File: config.mk
export PLATFORM = sky130hd
export DESIGN_NAME = aer_event_record_decoder_top_flat
export DESIGN_NICKNAME = d
export VERILOG_FILES = /design/src/sv/aerd_pkg.sv /design/src/sv/aerd_if.sv /design/src/sv/aerd_apb_regs.sv /design/src/sv/aerd_input_stage.sv /design/src/sv/aerd_record_core.sv /design/src/sv/aer_event_record_decoder_top.sv /design/src/flat_wrapper.sv
export SDC_FILE = /design/constraint.sdc
export NUM_CORES = 1
export LEC_CHECK = 0
export ABC_AREA = 1
export BUFFER_PORTS_ARGS = -buffer_cell sky130_fd_sc_hd__buf_2
export CAP_MARGIN = 30
export CELL_PAD_IN_SITES_DETAIL_PLACEMENT = 1
export CELL_PAD_IN_SITES_GLOBAL_PLACEMENT = 1
export CORE_AREA = 2 2 147 164
export DETAILED_ROUTE_END_ITERATION = 10
export DIE_AREA = 0 0 149 166
export GPL_TIMING_DRIVEN = 0
export PLACE_DENSITY_LB_ADDON = 0.25
export SETUP_SLACK_MARGIN = 0.2
export SYNTH_ARGS = -nofsm -noshare
export SYNTH_HDL_FRONTEND = slang
export SYNTH_HIERARCHICAL = 1
export SYNTH_SLANG_ARGS = --single-unit
File: constraint.sdc
create_clock -name i_clk -period 3.03 [get_ports i_clk]
set_input_delay 0.4545 -clock i_clk [delete_from_list [all_inputs] [get_ports i_clk]]
set_output_delay 0.4545 -clock i_clk [all_outputs]
set_load 0.03 [all_outputs]
File: src/sv/aerd_pkg.sv
// aerd_pkg: shared types and constants of the address-event record decoder
// no dependencies; used by the interfaces and every module of the block
`default_nettype none

package aerd_pkg;

    // record format register codes (code 3 behaves as the 8-byte format)
    localparam logic [1:0] FMT_4BYTE = 2'd0;
    localparam logic [1:0] FMT_6BYTE = 2'd1;
    localparam logic [1:0] FMT_8BYTE = 2'd2;
    localparam logic [1:0] FMT_RESET = FMT_6BYTE;

    // last byte position of each record size
    localparam logic [2:0] LAST_POS_4BYTE = 3'd3;
    localparam logic [2:0] LAST_POS_6BYTE = 3'd5;
    localparam logic [2:0] LAST_POS_8BYTE = 3'd7;

    // record kinds
    localparam logic [1:0] KIND_EVENT    = 2'd0;
    localparam logic [1:0] KIND_WRAP     = 2'd1;
    localparam logic [1:0] KIND_TS_RESET = 2'd2;

    localparam logic [31:0] WRAP_STEP = 32'h0000_4000;

    // register word indexes on the config port
    localparam logic REG_RECORD_FORMAT = 1'b0;

    localparam int BYTE_W  = 8;
    localparam int COORD_W = 7;
    localparam int TS_W    = 32;
    localparam int KIND_W  = 2;
    localparam int POS_W   = 3;
    localparam int STORE_DEPTH = 7;

    // registered input byte, passed from the input stage to the record core
    typedef struct packed {
        logic              valid;
        logic [BYTE_W-1:0] data_byte;
        logic              last_byte;
    } t_in_stage;

endpackage

`default_nettype wire

File: src/sv/aerd_if.sv
// aerd_byte_if and aerd_rec_if: valid/ready channels of the record decoder
// depends on aerd_pkg for field widths
`default_nettype none

interface aerd_byte_if;
    logic                       valid;
    logic                       ready;
    logic [aerd_pkg::BYTE_W-1:0] data_byte;
    logic                       last_byte;

    modport source (output valid, output data_byte, output last_byte, input ready);
    modport sink   (input valid, input data_byte, input last_byte, output ready);
endinterface

interface aerd_rec_if;
    logic                        valid;
    logic                        ready;
    logic [aerd_pkg::COORD_W-1:0] x_address;
    logic [aerd_pkg::COORD_W-1:0] y_address;
    logic                        polarity_on;
    logic [aerd_pkg::TS_W-1:0]    timestamp;
    logic                        address_flag;
    logic [aerd_pkg::KIND_W-1:0]  record_kind;
    logic                        end_of_body;

    modport source (
        output valid, output x_address, output y_address, output polarity_on,
        output timestamp, output address_flag, output record_kind, output end_of_body,
        input ready
    );
    modport sink (
        input valid, input x_address, input y_address, input polarity_on,
        input timestamp, input address_flag, input record_kind, input end_of_body,
        output ready
    );
endinterface

`default_nettype wire

File: src/sv/aerd_apb_regs.sv
// aerd_apb_regs: apb-style register file holding the record format
// depends on aerd_pkg
`default_nettype none

module aerd_apb_regs #(
    parameter int ADDR_W = 3
) (
    input  wire logic              i_clk,
    input  wire logic              i_rst_n,
    input  wire logic              psel,
    input  wire logic              penable,
    input  wire logic              pwrite,
    input  wire logic [ADDR_W-1:0] paddr,
    input  wire logic [31:0]       pwdata,
    output logic      [31:0]       prdata,
    output logic                   pready,
    output logic      [1:0]        o_record_format
);

    logic [1:0] r_record_format;
    logic       sel_fmt;

    assign sel_fmt = (paddr[ADDR_W-1:2] == (ADDR_W-2)'(aerd_pkg::REG_RECORD_FORMAT));

    always_ff @(posedge i_clk) begin
        if (!i_rst_n) begin
            r_record_format <= aerd_pkg::FMT_RESET;
        end else if (psel && penable && pwrite && pready && sel_fmt) begin
            r_record_format <= pwdata[1:0];
        end
    end

    always_comb begin
        prdata = '0;
        if (sel_fmt) begin
            prdata = {30'd0, r_record_format};
        end
    end

    assign pready          = 1'b1;
    assign o_record_format = r_record_format;

endmodule

`default_nettype wire

File: src/sv/aerd_input_stage.sv
// aerd_input_stage: input register for the byte stream
// depends on aerd_pkg and aerd_byte_if
`default_nettype none

module aerd_input_stage (
    input  wire logic          i_clk,
    input  wire logic          i_rst_n,
    aerd_byte_if.sink          s_byte,
    input  wire logic          i_advance,
    output aerd_pkg::t_in_stage o_in
);

    logic                        r_vld;
    logic [aerd_pkg::BYTE_W-1:0] r_data;
    logic                        r_last;
    logic                        accept;

    // the held byte leaves in the same cycle a new one may come in
    assign s_byte.ready = !r_vld || i_advance;
    assign accept       = s_byte.valid && s_byte.ready;

    always_ff @(posedge i_clk) begin
        if (!i_rst_n) begin
            r_vld <= 1'b0;
        end else if (accept) begin
            r_vld <= 1'b1;
        end else if (i_advance) begin
            r_vld <= 1'b0;
        end
    end

    always_ff @(posedge i_clk) begin
        if (accept) begin
            r_data <= s_byte.data_byte;
            r_last <= s_byte.last_byte;
        end
    end

    assign o_in.valid     = r_vld;
    assign o_in.data_byte = r_data;
    assign o_in.last_byte = r_last;

endmodule

`default_nettype wire

File: src/sv/aerd_record_core.sv
// aerd_record_core: record assembly, field decode, wrap offset and result register
// depends on aerd_pkg and aerd_rec_if
`default_nettype none

module aerd_record_core (
    input  wire logic                i_clk,
    input  wire logic                i_rst_n,
    input  wire aerd_pkg::t_in_stage i_in,
    input  wire logic [1:0]          i_record_format,
    output logic                     o_advance,
    aerd_rec_if.source               m_rec
);

    logic [aerd_pkg::POS_W-1:0]  r_pos;
    logic [aerd_pkg::POS_W-1:0]  n_pos;
    logic [aerd_pkg::BYTE_W-1:0] r_bytes [aerd_pkg::STORE_DEPTH];
    logic [31:0]                 r_wrap;
    logic [31:0]                 n_wrap;

    logic                         r_out_vld;
    logic [aerd_pkg::COORD_W-1:0] r_x;
    logic [aerd_pkg::COORD_W-1:0] r_y;
    logic                         r_pol;
    logic [aerd_pkg::TS_W-1:0]    r_ts;
    logic                         r_flag;
    logic [aerd_pkg::KIND_W-1:0]  r_kind;
    logic                         r_eob;

    logic [aerd_pkg::POS_W-1:0]  last_pos;
    logic                        complete;
    logic [15:0]                 addr;
    logic [aerd_pkg::TS_W-1:0]   ts;
    logic [aerd_pkg::KIND_W-1:0] kind;
    logic [aerd_pkg::BYTE_W-1:0] cur;

    assign cur       = i_in.data_byte;
    assign o_advance = i_in.valid && (!r_out_vld || m_rec.ready);

    always_comb begin
        case (i_record_format)
            aerd_pkg::FMT_4BYTE: last_pos = aerd_pkg::LAST_POS_4BYTE;
            aerd_pkg::FMT_6BYTE: last_pos = aerd_pkg::LAST_POS_6BYTE;
            default:             last_pos = aerd_pkg::LAST_POS_8BYTE;
        endcase
    end

    // a record closes once the position reaches its last byte, also after a format change
    assign complete = (r_pos >= last_pos);

    always_comb begin
        n_wrap = r_wrap;
        kind   = aerd_pkg::KIND_EVENT;
        addr   = {r_bytes[1], r_bytes[0]};
        ts     = '0;
        case (i_record_format)
            aerd_pkg::FMT_4BYTE: begin
                if (cur[7]) begin
                    n_wrap = r_wrap + aerd_pkg::WRAP_STEP;
                    kind   = aerd_pkg::KIND_WRAP;
                end else if (cur[6]) begin
                    n_wrap = '0;
                    kind   = aerd_pkg::KIND_TS_RESET;
                end
                ts = {16'd0, cur, r_bytes[2]} + r_wrap;
            end
            aerd_pkg::FMT_6BYTE: begin
                ts = {r_bytes[2], r_bytes[3], r_bytes[4], cur};
            end
            default: begin
                // big-endian address: only the low half is used
                addr = {r_bytes[2], r_bytes[3]};
                ts   = {r_bytes[4], r_bytes[5], r_bytes[6], cur};
            end
        endcase
    end

    always_comb begin
        if (complete) begin
            n_pos = '0;
        end else if (i_in.last_byte) begin
            n_pos = '0;
        end else begin
            n_pos = r_pos + 3'd1;
        end
    end

    always_ff @(posedge i_clk) begin
        if (!i_rst_n) begin
            r_pos  <= '0;
            r_wrap <= '0;
        end else if (o_advance) begin
            r_pos <= n_pos;
            if (complete) begin
                r_wrap <= n_wrap;
            end
        end
    end

    always_ff @(posedge i_clk) begin
        if (o_advance && !complete) begin
            r_bytes[r_pos] <= cur;
        end
    end

    always_ff @(posedge i_clk) begin
        if (!i_rst_n) begin
            r_out_vld <= 1'b0;
        end else if (o_advance && complete) begin
            r_out_vld <= 1'b1;
        end else if (m_rec.ready) begin
            r_out_vld <= 1'b0;
        end
    end

    always_ff @(posedge i_clk) begin
        if (o_advance && complete) begin
            r_kind <= kind;
            r_eob  <= i_in.last_byte;
            if (kind != aerd_pkg::KIND_EVENT) begin
                r_x    <= '0;
                r_y    <= '0;
                r_pol  <= 1'b0;
                r_flag <= 1'b0;
                r_ts   <= n_wrap;
            end else begin
                r_x    <= addr[7:1];
                r_y    <= addr[14:8];
                r_pol  <= addr[0];
                r_flag <= addr[15];
                r_ts   <= ts;
            end
        end
    end

    assign m_rec.valid        = r_out_vld;
    assign m_rec.x_address    = r_x;
    assign m_rec.y_address    = r_y;
    assign m_rec.polarity_on  = r_pol;
    assign m_rec.timestamp    = r_ts;
    assign m_rec.address_flag = r_flag;
    assign m_rec.record_kind  = r_kind;
    assign m_rec.end_of_body  = r_eob;

endmodule

`default_nettype wire

File: src/sv/aer_event_record_decoder_top.sv
// aer_event_record_decoder_top: address-event record decoder, top level
// depends on aerd_pkg, aerd_if, aerd_apb_regs, aerd_input_stage, aerd_record_core
//
//   channel   dir   port     payload
//   bytes     in    i_byte   data_byte, last_byte
//   records   out   o_rec    x/y address, polarity, timestamp, flag, kind, end of body
//   config    in    apb      record_format at byte address 0
//
// one byte per cycle unless the result register is held; a byte is held in the input
// register, and the record it closes is written from there into the result register.
// a transfer on i_byte is taken while a finished record waits, as long as the
// input register is empty or can move on; it stalls only when the result register is held.
// synchronous active-low reset clears byte position, wrap offset and valids;
// record_format resets to the 6-byte format.
`default_nettype none

module aer_event_record_decoder_top #(
    parameter int ADDR_W = 3
) (
    input  wire logic              i_clk,
    input  wire logic              i_rst_n,
    aerd_byte_if.sink              i_byte,
    aerd_rec_if.source             o_rec,
    input  wire logic              psel,
    input  wire logic              penable,
    input  wire logic              pwrite,
    input  wire logic [ADDR_W-1:0] paddr,
    input  wire logic [31:0]       pwdata,
    output logic      [31:0]       prdata,
    output logic                   pready
);

    logic [1:0]          record_format;
    logic                advance;
    aerd_pkg::t_in_stage in_stage;

    aerd_apb_regs #(
        .ADDR_W (ADDR_W)
    ) u_regs (
        .i_clk           (i_clk),
        .i_rst_n         (i_rst_n),
        .psel            (psel),
        .penable         (penable),
        .pwrite          (pwrite),
        .paddr           (paddr),
        .pwdata          (pwdata),
        .prdata          (prdata),
        .pready          (pready),
        .o_record_format (record_format)
    );

    aerd_input_stage u_in (
        .i_clk     (i_clk),
        .i_rst_n   (i_rst_n),
        .s_byte    (i_byte),
        .i_advance (advance),
        .o_in      (in_stage)
    );

    aerd_record_core u_core (
        .i_clk           (i_clk),
        .i_rst_n         (i_rst_n),
        .i_in            (in_stage),
        .i_record_format (record_format),
        .o_advance       (advance),
        .m_rec           (o_rec)
    );

endmodule

`default_nettype wire
File: src/flat_wrapper.sv
// flat-port wrapper written by rule: the top's interface ports become plain ports
module aer_event_record_decoder_top_flat 
#(
    parameter int ADDR_W = 3
)
  (i_clk, i_rst_n, psel, penable, pwrite, paddr, pwdata, prdata, pready, i_byte_valid, i_byte_data_byte, i_byte_last_byte, i_byte_ready, o_rec_valid, o_rec_x_address, o_rec_y_address, o_rec_polarity_on, o_rec_timestamp, o_rec_address_flag, o_rec_record_kind, o_rec_end_of_body, o_rec_ready);
  aerd_byte_if i_byte_i ();
  aerd_rec_if o_rec_i ();
  input  wire logic i_clk;
  input  wire logic i_rst_n;
  input  wire logic psel;
  input  wire logic penable;
  input  wire logic pwrite;
  input  wire logic [ADDR_W-1:0] paddr;
  input  wire logic [31:0] pwdata;
  output logic      [31:0] prdata;
  output logic pready;
  input wire logic [$bits(i_byte_i.valid)-1:0] i_byte_valid;
  input wire logic [$bits(i_byte_i.data_byte)-1:0] i_byte_data_byte;
  input wire logic [$bits(i_byte_i.last_byte)-1:0] i_byte_last_byte;
  output wire logic [$bits(i_byte_i.ready)-1:0] i_byte_ready;
  output wire logic [$bits(o_rec_i.valid)-1:0] o_rec_valid;
  output wire logic [$bits(o_rec_i.x_address)-1:0] o_rec_x_address;
  output wire logic [$bits(o_rec_i.y_address)-1:0] o_rec_y_address;
  output wire logic [$bits(o_rec_i.polarity_on)-1:0] o_rec_polarity_on;
  output wire logic [$bits(o_rec_i.timestamp)-1:0] o_rec_timestamp;
  output wire logic [$bits(o_rec_i.address_flag)-1:0] o_rec_address_flag;
  output wire logic [$bits(o_rec_i.record_kind)-1:0] o_rec_record_kind;
  output wire logic [$bits(o_rec_i.end_of_body)-1:0] o_rec_end_of_body;
  input wire logic [$bits(o_rec_i.ready)-1:0] o_rec_ready;
  assign i_byte_i.valid = i_byte_valid;
  assign i_byte_i.data_byte = i_byte_data_byte;
  assign i_byte_i.last_byte = i_byte_last_byte;
  assign i_byte_ready = i_byte_i.ready;
  assign o_rec_valid = o_rec_i.valid;
  assign o_rec_x_address = o_rec_i.x_address;
  assign o_rec_y_address = o_rec_i.y_address;
  assign o_rec_polarity_on = o_rec_i.polarity_on;
  assign o_rec_timestamp = o_rec_i.timestamp;
  assign o_rec_address_flag = o_rec_i.address_flag;
  assign o_rec_record_kind = o_rec_i.record_kind;
  assign o_rec_end_of_body = o_rec_i.end_of_body;
  assign o_rec_i.ready = o_rec_ready;
  aer_event_record_decoder_top #(.ADDR_W(ADDR_W)) u_core (.i_clk(i_clk), .i_rst_n(i_rst_n), .i_byte(i_byte_i), .o_rec(o_rec_i), .psel(psel), .penable(penable), .pwrite(pwrite), .paddr(paddr), .pwdata(pwdata), .prdata(prdata), .pready(pready));
endmodule
Word level (Yosys, flattened, before mapping)
Memories as Yosys holds them, arrays and structs flattened.
Cells that the tools add are included.

word-level totals
  register bits = 99
  RAM bits = 56
  input port bits = 51
  output and inout port bits = 86
  word-level logic and storage cells = 58
  memories = 1

memory list
  name                   words  bits a word  read ports  clocked after memory_dff  wr ports  line                    text
  u_core.u_core.r_bytes  7      8            7           0                         1         aerd_record_core.sv:16  logic [aerd_pkg::BYTE_W-1:0] r_bytes [aerd_pkg::STORE_DEPTH];

operators by class
  add/sub/neg operators = 3
  $lt $le $gt $ge = 1
  eq/ne operators = 1
  multiplexer cells = 19
  bitwise logic cells = 1
  reductions and logical operators = 18

operators by type and width
  operator                                                               count
  32-bit two-way mux                                                     4
  32-bit case mux with 2 select lines                                    1
  16-bit by 32-bit adder with 32-bit output                              1
  32-bit by 15-bit adder with 32-bit output, second input constant       1
  16-bit two-way mux                                                     1
  2-bit two-way mux                                                      4
  1-bit logical AND                                                      7
  1-bit two-way mux                                                      6
  3-bit two-way mux                                                      2
  3-bit case mux with 2 select lines                                     1
  2-bit nonzero test                                                     3
  3-bit by 1-bit adder with 3-bit output, second input constant          1
  3-bit >= comparator                                                    1
  1-bit zero test                                                        3
  2-bit by 1-bit equality test with 1-bit output, second input constant  1
  2-bit zero test                                                        1
  1-bit logical OR                                                       2
  2-bit AND reduction                                                    1
  2-bit OR reduction                                                     1
  1-bit inverter                                                         1

Logic depth before layout (Yosys ltp)
Gate-level depths: netlist of the first run.

  depth after elaboration = 7
  depth in mapped cells = 17
  mapped depth without buffers = 16

Cells and area by module
The synthesis of the first run kept the hierarchy.

by module, submodules not included
  module            instances  cells each  area each (µm²)  seq. area each (µm²)
  aerd_record_core  1          1030        8187.9           3933.8
  aerd_apb_regs     1          54          360.3            40.0
  aerd_input_stage  1          18          336.6            290.3

Least setup slack after synthesis of the first run
OpenSTA, ideal clock, no wires.

  kind = flip-flop to flip-flop
  start = register u_core.u_regs.r_record_format[0] (netlist: u_core/u_regs/o_record_format[0])
  end = register u_core.u_core.r_flag (netlist: u_core/u_core/m_rec.address_flag), enable pin
  library setup time = 0.388 ns
  arrival = 2.588 ns
  data required time = 2.642 ns
  slack = 0.054 ns
  cell stages (with the launch flop) = 14
  buffers on the path = 5
  period minus slack after synthesis = 2.976 ns
  cell sequence = dfxtp_1 buf_4 clkinv_2 nand2_8 inv_2 buf_4 buf_2 ha_1 nand2_1 nor2_1 a211oi_2 nor2_1 buf_2 buf_2

on the way
  cells in the longest elaborated chain, start to end = 4
  elaborated cells between the ends (all ways) = 5
  classes of those cells = order compare (1); eq/ne (1); mux (1); reduce/logical (2)

RTL lines
  element                                                                            line                     text
  from (decl)                                                                        aerd_apb_regs.sv:20      logic [1:0] r_record_format;
  from (signal assigned)                                                             aerd_apb_regs.sv:27      r_record_format <= aerd_pkg::FMT_RESET;
  from (signal assigned)                                                             aerd_apb_regs.sv:29      r_record_format <= pwdata[1:0];
  2-bit by 1-bit equality test with 1-bit output or 2-bit zero test (tied branches)  aerd_record_core.sv:40   case (i_record_format)
  3-bit case mux with 2 select lines (*)                                             aerd_record_core.sv:40
  3-bit >= comparator (*)                                                            aerd_record_core.sv:48   assign complete = (r_pos >= last_pos);
  1-bit logical AND (*)                                                              aerd_record_core.sv:116  if (o_advance && complete) begin
  to (signal assigned)                                                               aerd_record_core.sv:129  r_flag <= addr[15];
  to (decl)                                                                          aerd_record_core.sv:25   logic r_flag;

Every way passes the cells marked *; elsewhere a longest branch is shown, timed or not.
A chain may end at the register's enable or synchronous reset.

Worst setup path after layout of the first run
  start = register u_core/u_in/r_data[7] in the netlist's numbering
  end = register u_core.u_core.r_ts (netlist bit u_core/u_core/m_rec.timestamp[20]), data pin

on the way
  cells in the longest elaborated chain, start to end = 4
  elaborated cells between the ends (all ways) = 8
  classes of those cells = add/sub (1); mux (6); reduce/logical (1)

RTL lines
  element                           line                     text
  from (decl)                       aerd_input_stage.sv:14   logic [aerd_pkg::BYTE_W-1:0] r_data;
  from (signal assigned)            aerd_input_stage.sv:34   r_data <= s_byte.data_byte;
  2-bit two-way mux                 aerd_record_core.sv:57   if (cur[7]) begin
  2-bit two-way mux                 aerd_record_core.sv:55   case (i_record_format)
  via u_core.u_core.kind (one bit)  aerd_record_core.sv:33   logic [aerd_pkg::KIND_W-1:0] kind;
  2-bit nonzero test                aerd_record_core.sv:119  if (kind != aerd_pkg::KIND_EVENT) begin
  32-bit two-way mux                aerd_record_core.sv:119
  to (signal assigned)              aerd_record_core.sv:124  r_ts <= n_wrap;
  to (signal assigned)              aerd_record_core.sv:130  r_ts <= ts;
  to (decl)                         aerd_record_core.sv:24   logic [aerd_pkg::TS_W-1:0] r_ts;

The timed path passes the listed nets, and every way through them passes these cells.

==> impl_metrics.tcl, run 1 <==
set metrics [dict create \
    status "complete, no violations" \
    dp_cells 1511 \
    antenna_found_initial 0 \
    syn_avg_cell_area_um2 8.06 \
    fin_skew_ps 13.8 \
    p_leak_nw 4.99 \
    cts_buffer_depth 2 \
    nNetsFinal 1311 \
    power.total_mw 4.90 \
    power_density_mw_per_mm2 458 \
    synth-main-ff-cell "edfxtp_1" \
    whs_endpoint "u_core/u_in/r_data[5]" \
    timing.final.ws_setup_ps 242 \
    viasPerCell 5.12 \
    rsz0062_at_grt "true" \
    final_core_util_pct 46.1 \
    timing.critical_path.buf_inv 3 \
    antenna_cells 0 \
    dieHeight_um 166 \
    antenna_left 0 \
    path_cells "inv_2 > nand2_2 > nor2_4 > nor2_4 > inv_4 > a221oi_1 > nand3_1 > nand2_1 > inv_1" \
    yosys-top-cells-area "edfxtp_1 39%, nand2_1 14%, dfxtp_1 8.8%" \
    syn-cell-area_mm2 0.00888 \
    cts_made_buffers 17 \
    synth_adder_area_share_pct 3.18 \
    synth_xor_area_share_pct 0.394 \
    fp.dieW_um 149 \
    clk_pin_slew_worst_paths_ps 80 \
    cp-end-kind "register" \
    ios 137 \
    fin_crit_sh_pct 92.0 \
    cap_violations 0 \
    final-instance-count-excl-fill 1556 \
    hold_buffers 0 \
    cpPeakStageDelay_ps 760 \
    track_usage_pct 25.8 \
    drive_gt1_share_pct 20.1 \
    rows 59 \
    synth_top_area_share_pct 39.2 \
    synth_cells 1102 \
    drt_first_pass_iters 5 \
    finalCriticalPeriod_ps 2790 \
    slew_headroom_pct 42.4 \
    maxSlewViolCount 0 \
    cp_max_fo 11 \
    place_congestion 0.912 \
    start_util_pct 38.3 \
    crit_slowest_cell "edfxtp_1" \
    dr.first_iter.drc_count 456 \
    synth_top_family_by_area "simple AND/OR/NAND/NOR gates" \
    tns_ps 0 \
    cts.htree.levels 4 \
    wirelength_mm 31.0 \
    synth-seq-cells 155 \
    grt_pass1_wl_mm 47.5 \
    worstPathArrival_ps 2990 \
    clockRootBuffer "clkbuf_16" \
    hold_path.class "primary input to register" \
    synthDistinctLibCells 52 \
    crit_required_ps 3230 \
    grt_pass1_vias 8079 \
    yosys.area.top_type "edfxtp_1" \
    syn_to_final_growth_pct 20.4 \
    dp_slack_ps -493 \
    hpwlAfterDp_mm 22.5 \
    hold_depth 1 \
    clock-sinks 155 \
    async_reset_ff_share_pct 0 \
    synth-compound-area-share_pct 8.80 \
    setup_viol 0 \
    cts_tree "built" \
    vias 7968 \
    tightest_slew_ps 864 \
    fp.coreArea_mm2 0.0232 \
    synth-simple-area-share_pct 27.7 \
    ys_seq_area_share_pct 48.0 \
    cp-start-kind "register" \
    timing.rr.start "u_core/u_in/r_data[7]" \
    path_delay_family "simple AND/OR/NAND/NOR gates" \
    max-vdd-ir-drop_v 0.000296 \
    synth_edf_count 116 \
    crit_top_cell "nor2_4" \
    fmax_mhz 359 \
    overflow 0 \
    min_from "i_byte_data_byte[5]" \
    yosys_warnings 6 \
    worstRegToRegCells 9 \
    synthMuxAreaShare_pct 0.113 \
    die_area_mm2 0.0247 \
    hold_viol 0 \
    clk-insertion-delay-late_ps 440 \
    io_buffers 73 \
    criticalPathCategory "register to register" \
    grt_max_degree 31 \
    wl_per_cell_um 20.0 \
    reg2reg_to "u_core/u_core/m_rec.timestamp[20]" \
    remaining_drc_errors 0 \
    rrSetupSlack_ps 240 \
]
## area by class of cell
type	instances	area, um^2
clock buffers	17	425
fillers	2878	12500
inverters	173	657
well taps	305	382
flip-flops and latches	155	4270
plain buffers	62	445
repair buffers	88	564
multi-input cells	741	3780
clock inverters	15	171
## synth_stat cells (3+ instances only)
cell      count
a22o_1        4
a221oi_2      3
nor3_1        6
nor2_1       80
inv_1       159
dfxtp_1      39
clkbuf_1      9
nor2_2        9
a21oi_1      39
buf_2        14
nand2_2       9
o21ai_0      48
buf_4        37
nand3_1      82
edfxtp_1    116
o21ai_1       8
inv_2        10
xnor2_1       3
a221oi_1      8
and2_1        3
nor3_2        4
nor2_4        8
nand2_1     333
o21ai_2       3
ha_1         21
nand3_2       5
o211ai_1      5
nand4_1       5
## how the worst max path moves through the flow
stage / startpoint / to / slack (ps) / depth (start not counted)
CTS: u_core/u_regs/o_record_format[0] / u_core/u_core/m_rec.timestamp[15] / 210 / 15
floorplan: u_core/u_regs/o_record_format[0] / u_core/u_core/r_bytes[1][0] / 260 / 12
finish: u_core/u_in/r_data[7] / u_core/u_core/m_rec.timestamp[20] / 240 / 9
detailed placement: u_core/u_regs/o_record_format[1] / u_core/u_core/m_rec.address_flag / -490 / 12
global route: u_core/u_regs/o_record_format[1] / u_core/u_core/m_rec.timestamp[15] / 190 / 14
global placement: u_core/u_regs/o_record_format[1] / u_core/u_core/r_bytes[1][6] / -540 / 11
## cells in the final DEF (no fill, tap or decap), types with 5 or more instances in the layout
cell type and n:
nor2_1 76, nand3_1 81, clkbuf_1 8, buf_4 45, nand4_1 5, buf_2 82, o21ai_1 9, inv_2 10
nor2_4 12, edfxtp_1 116, a221oi_1 8, ha_1 21, o21ai_0 47, a21oi_1 39, o211ai_1 5, conb_1 31
dfxtp_1 37, nand2_2 10, nor2_2 9, clkbuf_16 17, nand3_2 5, nand2_1 331, inv_1 158
## sequential cells by signal, summed over array words and instances, names as in the netlist, 2 cells and up
name and flops:
u_core/u_core/r_bytes 56, u_core/u_core/m_rec.timestamp 32, u_core/u_core/r_wrap 32, u_core/u_in/r_data 8
u_core/u_core/m_rec.x_address 7, u_core/u_core/m_rec.y_address 7, u_core/u_core/r_pos 3, u_core/u_core/m_rec.record_kind 2
u_core/u_regs/o_record_format 2
## logic make-up after synthesis
logic type,Yosys count
other,2
AO/OA/AOI/OAI,129
AND/OR/NAND/NOR,554
flip-flops,155
XOR/XNOR,4
multiplexers,1
buffers and inverters,235
adder cells (fa/ha/maj),22
## per-stage QoR
step                cell area (um^2)  hold slack [ps]
floorplan                       9000              450
global placement                9750              462
detailed placement              9760              476
CTS                            10700              170
global route                   10700              168
finish                         10700              182
## what timing repair did
| action | CTS | global route |
|---|---|---|
| buffers inserted | 10 | 1 |
| setup endpoints to repair | 141 | 137 |
| pin swaps | 4 | 3 |
| gates resized for setup | 32 | 12 |
| gates cloned | 2 | 0 |
## routing by layer
layer / up-vias / GRT usage, % / wire length (um)
met5: - / 0 / 0
met4: 0 / 9.81 / 981
met3: 51 / 3.52 / 1230
met2: 217 / 44.1 / 15500
met1: 3913 / 33.0 / 13300
li1: 3787 / - / -
## where the power goes
part	switching [mW]	total, mW	internal [mW]
Sequential	0.0350	2.34	2.31
Combinational	0.273	0.390	0.117
Clock	1.05	2.16	1.11
Total	1.36	4.90	3.54
(Power assumes the default switching activity.)
==> inputs of run 2 (changes only) <==
--- a/config.mk
+++ b/config.mk
@@ -10,9 +10,9 @@
 export CAP_MARGIN = 30
 export CELL_PAD_IN_SITES_DETAIL_PLACEMENT = 1
 export CELL_PAD_IN_SITES_GLOBAL_PLACEMENT = 1
-export CORE_AREA = 2 2 147 164
+export CORE_AREA = 2 2 154 156
 export DETAILED_ROUTE_END_ITERATION = 10
-export DIE_AREA = 0 0 149 166
+export DIE_AREA = 0 0 156 158
 export GPL_TIMING_DRIVEN = 0
 export PLACE_DENSITY_LB_ADDON = 0.25
 export SETUP_SLACK_MARGIN = 0.2
==> run 2 against run 1 <==
Wire length is 1.7% lower. Design area decreased by 0.43%. Global-route usage shrank 0.18 points. Register-to-register slack better by 60 ps. Sequential cell count stayed put. Clock power rose by 3%. Critical path depth grew 5. Sequential power about the same. First-iteration DRC count rose by 12%. Count of clock-buffer cells in the layout unchanged. Final cell count shrank 0.77%. Critical path type unchanged. Critical endpoint is now u_core/u_core/r_bytes[5][0].
==> impl_metrics.tcl, run 2 (same netlist as run 1, synthesis figures left out) <==
set metrics [dict create \
    viasPerCell 5.16 \
    fill_cells 2829 \
    crit_slowest_cell "dfxtp_2" \
    tightest_slew_ps 859 \
    grt_pass1_wl_mm 46.3 \
    antenna_found_initial 0 \
    fin_crit_sh_pct 89.9 \
    clk-insertion-delay-late_ps 440 \
    nNetsFinal 1314 \
    hpwlAfterDp_mm 22.2 \
    power_density_mw_per_mm2 466 \
    setup_viol 0 \
    cp-start-kind "register" \
    drt_first_pass_iters 4 \
    rrSetupSlack_ps 310 \
    fmax_mhz 367 \
    cts_tree "built" \
    cap_violations 0 \
    hold_path.class "primary input to register" \
    crit_top_cell "buf_6" \
    hold_buffers 0 \
    dp_cells 1496 \
    cpPeakStageDelay_ps 340 \
    antenna_left 0 \
    wl_per_cell_um 19.8 \
    syn_to_final_growth_pct 19.9 \
    worstRegToRegCells 14 \
    cts_buffer_depth 2 \
    cp-end-kind "register" \
    maxSlewViolCount 0 \
    rows 56 \
    largest_reg_flops 56 \
    hold_depth 1 \
    grt_pass1_vias 8079 \
    rsz0062_at_grt "false" \
    status "complete, no violations" \
    mostFrequentLayoutCell "nand2_1" \
    fp.dieW_um 156 \
    regMostFlops "u_core/u_core/r_bytes" \
    seq_area_mm2 0.00427 \
    io_buffers 73 \
    antenna_cells 0 \
    crit_required_ps 3190 \
    hold_viol 0 \
    vias 7966 \
    whs_endpoint "u_core/u_in/r_data[5]" \
    clockRootBuffer "clkbuf_16" \
    dieHeight_um 158 \
    fp.coreArea_mm2 0.0231 \
    p_leak_nw 5.00 \
    power.total_mw 4.97 \
    remaining_drc_errors 0 \
    overflow 0 \
    timing.critical_path.buf_inv 7 \
    cts_made_buffers 17 \
    clock-sinks 155 \
    grt_max_degree 31 \
    final-instance-count-excl-fill 1544 \
    track_usage_pct 25.6 \
    fin_skew_ps 9.66 \
    path_cells "buf_6 > inv_4 > nand2_8 > inv_2 > buf_6 > buf_6 > ha_1 > nand2_1 > nor2_1 > a211oi_2 > buf_4 > nand2_2 > nor3_4 > buf_4" \
    multi_input_area_mm2 0.00379 \
    dr.first_iter.drc_count 511 \
    start_util_pct 38.5 \
    clk_pin_slew_worst_paths_ps 70 \
    drive_gt1_share_pct 20.2 \
    cp_max_fo 10 \
    die_area_mm2 0.0246 \
    timing.rr.start "u_core/u_regs/o_record_format[0]" \
    reg2reg_to "u_core/u_core/r_bytes[5][0]" \
    path_delay_family "buffers and inverters" \
    fin_hold_ws_ps 180 \
    min_from "i_byte_data_byte[5]" \
    finalCriticalPeriod_ps 2720 \
    criticalPathCategory "register to register" \
    mostFrequentLayoutCells "331 x nand2_1, 159 x inv_1, 116 x edfxtp_1" \
    slew_headroom_pct 42.7 \
    ios 137 \
    cts.htree.levels 4 \
    final_core_util_pct 46.2 \
    place_congestion 0.961 \
    wirelength_mm 30.5 \
    worstPathArrival_ps 2880 \
    max-vdd-ir-drop_v 0.000304 \
]
[run 2: worst max path at each step]
stage	startpoint	endpoint	slack (ps)	depth (start not counted)
2_1_floorplan	u_core/u_regs/o_record_format[0]	u_core/u_core/r_bytes[1][0]	260	12
3_3_place_gp	u_core/u_regs/o_record_format[1]	u_core/u_core/r_bytes[1][6]	-550	11
3_5_place_dp	u_core/u_regs/o_record_format[0]	u_core/u_core/m_rec.record_kind[0]	-580	13
4_1_cts	u_core/u_regs/o_record_format[0]	u_core/u_core/r_bytes[6][0]	210	14
5_1_grt	u_core/u_regs/o_record_format[0]	u_core/u_core/r_wrap[23]	210	17
6_report	u_core/u_regs/o_record_format[0]	u_core/u_core/r_bytes[5][0]	310	14
[run 2: per-layer routing]
layer / share of wire (%) / track usage [%] / up-vias
met1: 43 / 32.7 / 3862
li1: - / - / 3791
met5: 0 / 0 / -
met2: 47 / 42.6 / 262
met4: 3.5 / 12.3 / 0
met3: 5.7 / 4.02 / 51
[run 2: per-stage QoR]
stage	setup WS (ps)	instance area [um^2]	TNS [ps]
2_1_floorplan	259	9000	0
3_3_place_gp	-547	9730	-45990
3_5_place_dp	-583	9740	-50880
4_1_cts	212	10600	0
5_1_grt	214	10700	0
6_report	306	10700	0
[run 2: cell type report]
class / instances / area share, %
Clock buffer: 17 / 3.99
Inverter: 173 / 6.17
Tap cell: 290 / 3.41
Buffer: 62 / 4.11
Multi-Input combinational cell: 741 / 35.5
Clock inverter: 15 / 1.67
Sequential cell: 155 / 40.1
Timing Repair Buffer: 91 / 5.04
[run 2: report_power, final]
group	internal, mW	switching (mW)	leakage [nW]
clock	1.19	1.05	0.297
combinational	0.121	0.275	3.33
sequential	2.31	0.0319	1.37
[run 2: timing repair]
item	CTS	global route
pin swaps	4	2
endpoints found under the hold margin	0	0
cloned	1	0
buffers inserted	8	7
setup endpoints to repair	139	144
gates resized for setup	35	6
==> inputs of run 3 (changes only) <==
--- a/config.mk
+++ b/config.mk
@@ -15,6 +15,7 @@
 export DIE_AREA = 0 0 156 158
 export GPL_TIMING_DRIVEN = 0
 export PLACE_DENSITY_LB_ADDON = 0.25
+export RECOVER_POWER = 100
 export SETUP_SLACK_MARGIN = 0.2
 export SYNTH_ARGS = -nofsm -noshare
 export SYNTH_HDL_FRONTEND = slang
==> run 3 against run 2 <==
Critical path depth down 6. Combinational power down 1%. Sequential cell count did not move. Power shrank 0.14%. Non-clock buffer count unchanged. Count of clock-buffer cells in the layout unchanged. First-iteration DRC count increased by 2.0%. Setup slack got worse by 83 ps. Die area did not move. Wire length grew 0.25%. Sequential power about the same. Largest cell class unchanged. Largest power group unchanged. Highest routed layer unchanged.
==> impl_metrics.tcl, run 3 (same netlist as run 1, synthesis figures left out) <==
set metrics [dict create \
    status "complete, no violations" \
    hold_buffers 0 \
    hold_viol 0 \
    placed_area_mm2 0.00974 \
    fp.dieW_um 156 \
    max-vdd-ir-drop_v 0.000305 \
    hold_path.class "primary input to register" \
    antenna_found_initial 0 \
    cpPeakStageDelay_ps 640 \
    min_from "i_byte_data_byte[6]" \
    fin_hold_ws_ps 180 \
    p_leak_nw 4.80 \
    rrSetupSlack_ps 220 \
    fin_skew_ps 9.82 \
    fill_cells 2857 \
    clock-sinks 155 \
    syn_to_final_growth_pct 18.6 \
    crit_slowest_cell "edfxtp_1" \
    mostFrequentLayoutCell "nand2_1" \
    fmax_mhz 356 \
    rows 56 \
    drive_gt1_share_pct 15.0 \
    io_buffers 73 \
    vias 7969 \
    highest_layer "met4" \
    timing.rr.start "u_core/u_in/r_data[7]" \
    grt_max_degree 31 \
    worstRegToRegCells 8 \
    path_cells "inv_1 > nand2_2 > nor2_4 > nor2_4 > inv_4 > clkbuf_2 > a221oi_2 > a22oi_1" \
    track_usage_pct 25.6 \
    dr.first_iter.drc_count 521 \
    start_util_pct 38.5 \
    whs_endpoint "u_core/u_in/r_data[6]" \
    grt_pass1_vias 8079 \
    multi_input_area_mm2 0.00376 \
    tightest_slew_ps 870 \
    criticalPathCategory "register to register" \
    met3WireLength_mm 1.72 \
    clk_pin_slew_worst_paths_ps 70 \
    cts_tree "built" \
    cap_violations 0 \
    final_core_util_pct 45.7 \
    viasPerCell 5.16 \
    remaining_drc_errors 0 \
    largest_reg_flops 56 \
    dieHeight_um 158 \
    cts_made_buffers 17 \
    reg2reg_to "u_core/u_core/m_rec.timestamp[14]" \
    hpwlAfterDp_mm 22.2 \
    worstPathArrival_ps 3020 \
    overflow 0 \
    seq_area_mm2 0.00427 \
    antenna_left 0 \
    slew_headroom_pct 42.0 \
    clockRootBuffer "clkbuf_16" \
    grt_pass1_wl_mm 46.3 \
    setup_viol 0 \
    clk-insertion-delay-late_ps 440 \
    finalCriticalPeriod_ps 2810 \
    power_density_mw_per_mm2 471 \
    hold_depth 1 \
    mostFrequentLayoutCells "331 x nand2_1, 161 x inv_1, 116 x edfxtp_1" \
    wl_per_cell_um 19.8 \
    cp-start-kind "register" \
    regMostFlops "u_core/u_core/r_bytes" \
    drt_first_pass_iters 5 \
    dp_cells 1496 \
    wl_met1_mm 13.3 \
    fp.coreArea_mm2 0.0231 \
    die_area_mm2 0.0246 \
    wirelength_mm 30.6 \
    cts_buffer_depth 2 \
    ios 137 \
    cp_max_fo 11 \
    place_congestion 0.961 \
    wl_met2_mm 14.4 \
    crit_required_ps 3240 \
    antenna_cells 0 \
    cp-end-kind "register" \
    cts.htree.levels 4 \
    crit_top_cell "nor2_4" \
    rsz0062_at_grt "false" \
    fin_crit_sh_pct 92.6 \
    maxSlewViolCount 0 \
    nNetsFinal 1314 \
    design_area_mm2 0.0105 \
    final-instance-count-excl-fill 1544 \
]
==> run 3: changes by cell type in the layout (fill, tap and decap cells not counted), sizes merged <==
cell / change
buf: -63
clkbuf: +63
==> run 3: worst max-delay path: cells and delay by family, from the launching register on <==
| kind | cells | cell delay [ps] |
|---|---|---|
| AOI/OAI and AO/OA | 2 | 460 |
| and+or+nand+nor | 3 | 620 |
| buffers and inverters | 3 | 840 |
| DFF | 1 | 640 |
==> run 3: area by class of cell <==
type                       instances  area share (%)
clock inverter                    15            1.69
clock buffer                      17            4.04
sequential                       155            40.5
multi-input combinational        741            35.7
buffer                            62            4.09
timing repair buffer              91            4.35
inverter                         173            6.24
tap                              290            3.44
==> run 3: how the worst max path moves through the flow <==
| stage | startpoint | to | depth (start not counted) |
|---|---|---|---|
| 2_1_floorplan | u_core/u_regs/o_record_format[0] | u_core/u_core/r_bytes[1][0] | 12 |
| 3_3_place_gp | u_core/u_regs/o_record_format[1] | u_core/u_core/r_bytes[1][6] | 11 |
| 3_5_place_dp | u_core/u_regs/o_record_format[0] | u_core/u_core/m_rec.record_kind[0] | 13 |
| 4_1_cts | u_core/u_regs/o_record_format[0] | u_core/u_core/r_bytes[6][0] | 14 |
| 5_1_grt | u_core/u_in/r_data[7] | u_core/u_core/m_rec.timestamp[20] | 9 |
| 6_report | u_core/u_in/r_data[7] | u_core/u_core/m_rec.timestamp[14] | 8 |
==> run 3: repair_timing <==
item / in CTS / in global routing
resized for setup: 35 / 6
setup endpoints to repair: 139 / 144
cloned: 1 / 0
buffers inserted: 8 / 7
pin swaps: 4 / 2
==> run 3: metrics by stage <==
| stage | setup slack (ps) | TNS, ps | power [mW] |
|---|---|---|---|
| 2_1_floorplan | 259 | 0 | 2.63 |
| 3_3_place_gp | -547 | -45990 | 2.74 |
| 3_5_place_dp | -583 | -50880 | 2.75 |
| 4_1_cts | 212 | 0 | 4.99 |
| 5_1_grt | 115 | 0 | 5.13 |
| 6_report | 223 | 0 | 4.96 |
==> run 3: layer usage <==
layer	global-route usage [%]	vias to the layer above
met3	4.02	55
met4	12.3	0
met2	42.6	266
met5	0	-
li1	-	3794
met1	32.7	3854
==> run 3: report_power, final <==
part | switching [mW] | total (mW) | internal (mW)
logic | 0.273 | 0.391 | 0.118
clock network | 1.04 | 2.23 | 1.19
registers | 0.0321 | 2.34 | 2.31
